[src/hw/rtl/rde_pkg.sv]
// ----------------------------------------------------------------------------
// rde_pkg
// Shared types, widths and functions of the ray detector exit distance block.
// ----------------------------------------------------------------------------
package rde_pkg;

    localparam int COORD_W   = 32;
    localparam int DIR_W     = 16;
    localparam int EXT_W     = 31;
    localparam int LOC_W     = COORD_W + 1;   // localised coordinate
    localparam int DIR_FRAC  = 14;
    localparam int CFG_IDX_W = 3;
    localparam int CFG_DAT_W = 32;

    localparam int S_DATA_W  = 3 * COORD_W + 3 * DIR_W;
    localparam int POS_X_LO  = 0;
    localparam int POS_Y_LO  = COORD_W;
    localparam int POS_Z_LO  = 2 * COORD_W;
    localparam int DIR_X_LO  = 3 * COORD_W;
    localparam int DIR_Y_LO  = 3 * COORD_W + DIR_W;
    localparam int DIR_Z_LO  = 3 * COORD_W + 2 * DIR_W;

    localparam int HP_W   = 49;   // one product pos * dir
    localparam int H_W    = 50;   // px*dx + py*dy
    localparam int SQ1_W  = 65;   // square of a localised coordinate
    localparam int RR_W   = 62;   // radius squared
    localparam int DZ2_W  = 31;
    localparam int C_W    = 66;   // |px^2 + py^2 - r^2|
    localparam int A_W    = 29;   // 2^(2D) - dz^2 when positive
    localparam int PN_W   = 34;   // plane numerator magnitude
    localparam int Q_W    = 100;  // discriminant
    localparam int ROOT_W = Q_W / 2;
    localparam int REM_W  = ROOT_W + 2;
    localparam int NUM_W  = 66;   // dividend
    localparam int DEN_W  = 29;   // divisor
    localparam int QUO_W  = 41;   // quotient bits kept, clamp at 2^40
    localparam int T_W    = QUO_W + 1;

    localparam int SQRT_LAT = ROOT_W;
    localparam int DIV_LAT  = QUO_W + 2;

    localparam int QUEUE_DEPTH = 2;
    localparam int QPTR_W      = $clog2(QUEUE_DEPTH);
    localparam int QCNT_W      = $clog2(QUEUE_DEPTH + 1);

    localparam logic SHAPE_CYL  = 1'b0;
    localparam logic SHAPE_CUBE = 1'b1;

    localparam logic [EXT_W-1:0] EXT_RESET = EXT_W'(65536);

    typedef enum logic [CFG_IDX_W-1:0] {
        REG_SHAPE = 3'd0,
        REG_ORG_X = 3'd1,
        REG_ORG_Y = 3'd2,
        REG_ORG_Z = 3'd3,
        REG_EXT_X = 3'd4,
        REG_EXT_Y = 3'd5,
        REG_EXT_Z = 3'd6
    } reg_idx_t;

    typedef struct packed {
        logic                      shape;
        logic signed [COORD_W-1:0] org_x;
        logic signed [COORD_W-1:0] org_y;
        logic signed [COORD_W-1:0] org_z;
        logic [EXT_W-1:0]          ext_x;
        logic [EXT_W-1:0]          ext_y;
        logic [EXT_W-1:0]          ext_z;
    } cfg_t;

    typedef struct packed {
        logic [PN_W-1:0]  mag;
        logic [DIR_W-1:0] den;
        logic             neg;
        logic             ok;
    } plane_t;

    typedef struct packed {
        logic signed [HP_W-1:0] hx;
        logic signed [HP_W-1:0] hy;
        logic [SQ1_W-1:0]       px2;
        logic [SQ1_W-1:0]       py2;
        logic [RR_W-1:0]        rr;
        logic [DZ2_W-1:0]       dz2;
        plane_t                 pl_x;
        plane_t                 pl_y;
        plane_t                 pl_z;
    } fq_t;

    typedef struct packed {
        logic signed [H_W-1:0] h;
        logic [A_W-1:0]        a;
        logic                  side_ok;
        plane_t                pl_x;
        plane_t                pl_y;
        plane_t                pl_z;
    } carry_t;

    typedef struct packed {
        logic full;
        logic not_empty;
    } q_stat_t;

    // Face plane terms: |(+ext or -ext) - p|, |d|, the sign of the distance and d != 0
    function automatic plane_t plane_calc(logic signed [LOC_W-1:0] p,
                                          logic signed [DIR_W-1:0] d,
                                          logic [EXT_W-1:0] ext);
        logic signed [PN_W:0] f;
        logic signed [PN_W:0] n;
        plane_t               r;
        f = $signed({{(PN_W + 1 - EXT_W){1'b0}}, ext});
        if (d[DIR_W-1]) begin
            f = -f;
        end
        n     = f - (PN_W + 1)'(p);
        r.mag = n[PN_W] ? PN_W'(-n) : PN_W'(n);
        r.neg = n[PN_W] ^ d[DIR_W-1];
        r.ok  = (d != '0);
        r.den = d[DIR_W-1] ? DIR_W'(-d) : DIR_W'(d);
        return r;
    endfunction

endpackage

[src/hw/rtl/rde_fifo.sv]
// ----------------------------------------------------------------------------
// rde_fifo
// Short queue that decouples the front end from the arithmetic back end.
// ----------------------------------------------------------------------------
module rde_fifo (
    input  logic           aclk,
    input  logic           aresetn,
    input  logic           push,
    input  rde_pkg::fq_t   push_item,
    input  logic           pop,
    output rde_pkg::fq_t   head,
    output rde_pkg::q_stat_t stat
);
    import rde_pkg::*;

    fq_t               mem_reg [0:QUEUE_DEPTH-1];
    logic [QPTR_W-1:0] wr_ptr_reg;
    logic [QPTR_W-1:0] rd_ptr_reg;
    logic [QCNT_W-1:0] cnt_reg;
    logic              do_push;
    logic              do_pop;

    assign stat.full      = (cnt_reg == QCNT_W'(QUEUE_DEPTH));
    assign stat.not_empty = (cnt_reg != '0);
    assign do_push        = push && !stat.full;
    assign do_pop         = pop && stat.not_empty;
    assign head           = mem_reg[rd_ptr_reg];

    always_ff @(posedge aclk) begin
        if (!aresetn) begin
            wr_ptr_reg <= '0;
            rd_ptr_reg <= '0;
            cnt_reg    <= '0;
        end else begin
            if (do_push) begin
                wr_ptr_reg <= (wr_ptr_reg == QPTR_W'(QUEUE_DEPTH - 1)) ? '0
                                                                       : wr_ptr_reg + 1'b1;
            end
            if (do_pop) begin
                rd_ptr_reg <= (rd_ptr_reg == QPTR_W'(QUEUE_DEPTH - 1)) ? '0
                                                                       : rd_ptr_reg + 1'b1;
            end
            if (do_push && !do_pop) begin
                cnt_reg <= cnt_reg + 1'b1;
            end else if (do_pop && !do_push) begin
                cnt_reg <= cnt_reg - 1'b1;
            end
        end
    end

    always_ff @(posedge aclk) begin
        if (do_push) begin
            mem_reg[wr_ptr_reg] <= push_item;
        end
    end

endmodule

[config.mk]
export PLATFORM = sky130hd
export DESIGN_NAME = rde_fifo
export DESIGN_NICKNAME = d
export VERILOG_FILES = /design/src/hw/rtl/rde_pkg.sv /design/src/hw/rtl/rde_fifo.sv
export SDC_FILE = /design/constraint.sdc
export NUM_CORES = 1
export LEC_CHECK = 0
export BUFFER_PORTS_ARGS = -buffer_cell sky130_fd_sc_hd__buf_2
export CAP_MARGIN = 15
export CORE_AREA = 2 2 375 377
export CTS_CLUSTER_SIZE = 24
export DETAILED_ROUTE_END_ITERATION = 7
export DIE_AREA = 0 0 377 379
export PLACE_DENSITY_LB_ADDON = 0.1
export SYNTH_ARGS = -nofsm -noshare
export SYNTH_HDL_FRONTEND = slang
export SYNTH_SLANG_ARGS = --single-unit
[constraint.sdc]
create_clock -name aclk -period 53.3 [get_ports aclk]
set_input_delay 5.33 -clock aclk [delete_from_list [all_inputs] [get_ports aclk]]
set_output_delay 5.33 -clock aclk [all_outputs]
set_load 0.1 [all_outputs]
==> reports/metrics.csv <==
stage;metric;value;unit
run_status;status;completed;
power;p_int;1.679;mW
sta;slew_headroom;0.2386;
final_layout;drive_gt1_frac;0.6118;
power;power_density;67.33;mW/mm^2
logic_synthesis;yosysUniqueCellTypes;22;
clock_network;clkTransAtPathRegs;0.05;ns
critical_path;r2r_cells;7;
sta;hold_violations;0;
critical_path;reg2reg_slack;47.85;ns
clock_network;ctsResizeCount;0;
critical_path;critical_path_class;reg -> out;
clock_network;post_cts_buffers;0;
logic_synthesis;yosys-top-cells-area;edfxtp_1 78%, mux2_4 18%, mux2_2 1.5%;
global_route;grt_usage;0.1387;
logic_synthesis;yosysSeqAreaShare;0.7877;
clock_network;cts_buffers;111;
logic_synthesis;syn-mean-instance-area;24.18;sq um
sta;fin_ws;41.28;ns
logic_synthesis;synth_top_area_frac;0.7850;
die;die_area;0.1429;sq mm
final_layout;layout.cells.non_filler;4465;
critical_path;critPathCaptureType;output port;
power;combPwrFrac;0.452;
sta;rsz0062_at_grt;false;
min_path;hp-class;reg -> reg;
route;wire_per_inst;23.34;um
die;dieWidth;377;um
critical_path;path_max_fanout;59;
route;wl;104200;um
critical_path;critPathLaunchType;flip-flop;
sta;fin_skew;0.02943;ns
sta;finalSetupViolations;0;
placement;dp_hpwl;75360;um
logic_synthesis;synthXorXnorAreaFrac;0.0007200;
global_route;grt_pass1_wl;141300;um
clock_network;root_buffer;clkbuf_16;
global_route;grt_pass1_vias;19437;
run;maxCapViolCount;0;
clock_network;clock_path_buffers;3;
power;power_frac_seq;0.311;
die;core_area;0.1388;sq mm
logic_synthesis;synth-seq-cells;959;
critical_path;worstPathRequired;47.97;ns
logic_synthesis;yosys.area_share.simple;0.001577;
power;p_switching;1.469;mW
power;p_total;3.148;mW
clock_network;cts_tree;built;
die;core.rowCount;137;
logic_synthesis;synthFlopType;edfxtp_1;
die;io_pins;960;
sta;period_needed;12.02;ns
critical_path;cp-endpoint;head[353];
logic_synthesis;synth_compound_area_frac;0.0008914;
die;start_util;0.2628;
logic_synthesis;yosysWarnings;0;
placement;portBuffers;959;
route;routed-via-count;18410;
route;antenna_left;0;
logic_synthesis;yosys-mux-area-fraction;0.1914;
logic_synthesis;synth_top_family_by_area;multiplexers;
logic_synthesis;synth_area;0.03649;sq mm
final_layout;syn_to_final_growth;28.12;%
power;swShare;0.4666;
logic_synthesis;synth_top_area_cell;edfxtp_1;
placement;dp_slack;41.81;ns
clock_network;hold_buffers;0;
logic_synthesis;synth_cells;1509;
sta;drv_slew;0;
power;clkPwrFrac;0.237;
min_path;hold_start;cnt_reg[1];
final_layout;largest_reg_flops;954;
logic_synthesis;synth-edff-count;954;
clock_network;htree_levels;3;
placement;gp_congestion;0.8246;
critical_path;worstPathArrival;6.69;ns
critical_path;r2r_start;cnt_reg[0];
global_route;grt_max_degree;143;
clock_network;insertion_delay;0.71;ns
route;drt-initial-drc-count;977;
global_route;globalRouteOverflowTotal;0;
route;via_per_inst;4.123;
power;p_leak;17.89;nW
placement;dp_cells;4244;
clock_network;cts.sinks;959;
logic_synthesis;yosys-top-cells-count;954 x edfxtp_1, 430 x mux2_4, 47 x mux2_2, 35 x buf_6, 14 x buf_8;
logic_synthesis;synth_nets;1991;
die;die-height;379;um
final_layout;final_nets;3032;
route;drc_errors;0;
logic_synthesis;synth.most_common_cell;edfxtp_1;
logic_synthesis;async_flop_share;0;
logic_synthesis;synth-adder-area-share;0.0003429;
route;firstDrtPassIters;4;
sta;fmax;83.21;MHz
sta;post-route-period-util;0.2255;
critical_path;r2r_end;mem_reg[0][472];
final_layout;post-route-util;0.3368;
power;peakVddDrop;0.04828;mV
sta;tns;0;ns
global_route;antenna_found_initial;86;
sta;tightest_slew;1.142;ns
-- layer usage --
metal	global-route usage	wire (um)
met3	0.07358	11390
met4	0.03449	2521
met1	0.1360	35330
met5	0	542
met2	0.2537	54430
-- logic make-up (layout without fill, tap and decap cells) --
group                      count (synthesis)  in the layout
DFF                                      959            959
muxes                                    477            477
buffers and inverters                     55           1189
and+or+nand+nor                            9              9
AOI/OAI and AO/OA                          5              5
xor gates and xnor gates                   3              3
adders and majority gates                  1              1
other                                      0             15
-- stage by stage --
stage / cell area [sq um] / hold slack [ns]
floorplan: 36490 / 0.4859
global placement: 43120 / 0.5044
detailed placement: 43120 / 0.5272
CTS: 46720 / 0.5383
global route: 46730 / 0.5821
finish: 46760 / 0.5294
-- area by class of cell --
type,count,area (sq um)
Antenna cell,15,37.54
Clock buffer,139,2925
Clock inverter,67,671.9
Fill cell,13439,92090
Inverter,2,7.507
Multi-Input combinational cell,495,7126
Sequential cell,959,28750
Tap cell,1807,2261
Timing Repair Buffer,981,4977
-- critical path, stage by stage, from the launching register on --
cell	delay (ns)
dfxtp_4	0.90
buf_4	0.92
buf_4	0.70
buf_4	0.87
buf_4	0.85
buf_4	0.73
mux2_4	0.28
buf_2	0.42
-- cells in the final DEF, fill, tap and decap left out, types with 2 or more instances in the layout --
| cell type | count |
|---|---|
| inv_6 | 4 |
| mux2_4 | 430 |
| clkinv_16 | 2 |
| clkbuf_16 | 113 |
| xnor2_1 | 2 |
| buf_4 | 21 |
| clkbuf_1 | 26 |
| clkinvlp_4 | 5 |
| inv_1 | 2 |
| clkinv_2 | 19 |
| buf_2 | 959 |
| edfxtp_1 | 954 |
| bufinv_16 | 11 |
| clkinv_1 | 25 |
| a21boi_0 | 2 |
| dfxtp_1 | 4 |
| and2_1 | 3 |
| diode_2 | 15 |
| mux2_2 | 47 |
-- worst min path at each step --
stage,slack [ns],cells past startpoint,end
floorplan,0.49,2,cnt_reg[1]
global placement,0.50,2,cnt_reg[1]
detailed placement,0.53,2,cnt_reg[1]
CTS,0.54,2,cnt_reg[1]
global route,0.58,2,cnt_reg[1]
finish,0.53,2,cnt_reg[1]
-- power by group through the flow --
stage          sequential (mW)  combinational [mW]  clock (mW)
2_1_floorplan             1.05                1.23           0
3_3_place_gp             0.994                1.44           0
3_5_place_dp             0.996                1.44           0
4_1_cts                  0.981                1.44       0.774
5_1_grt                  0.987                1.47       0.803
6_report                 0.979                1.42       0.747
Note: power is estimated with default switching activity, not from simulation.
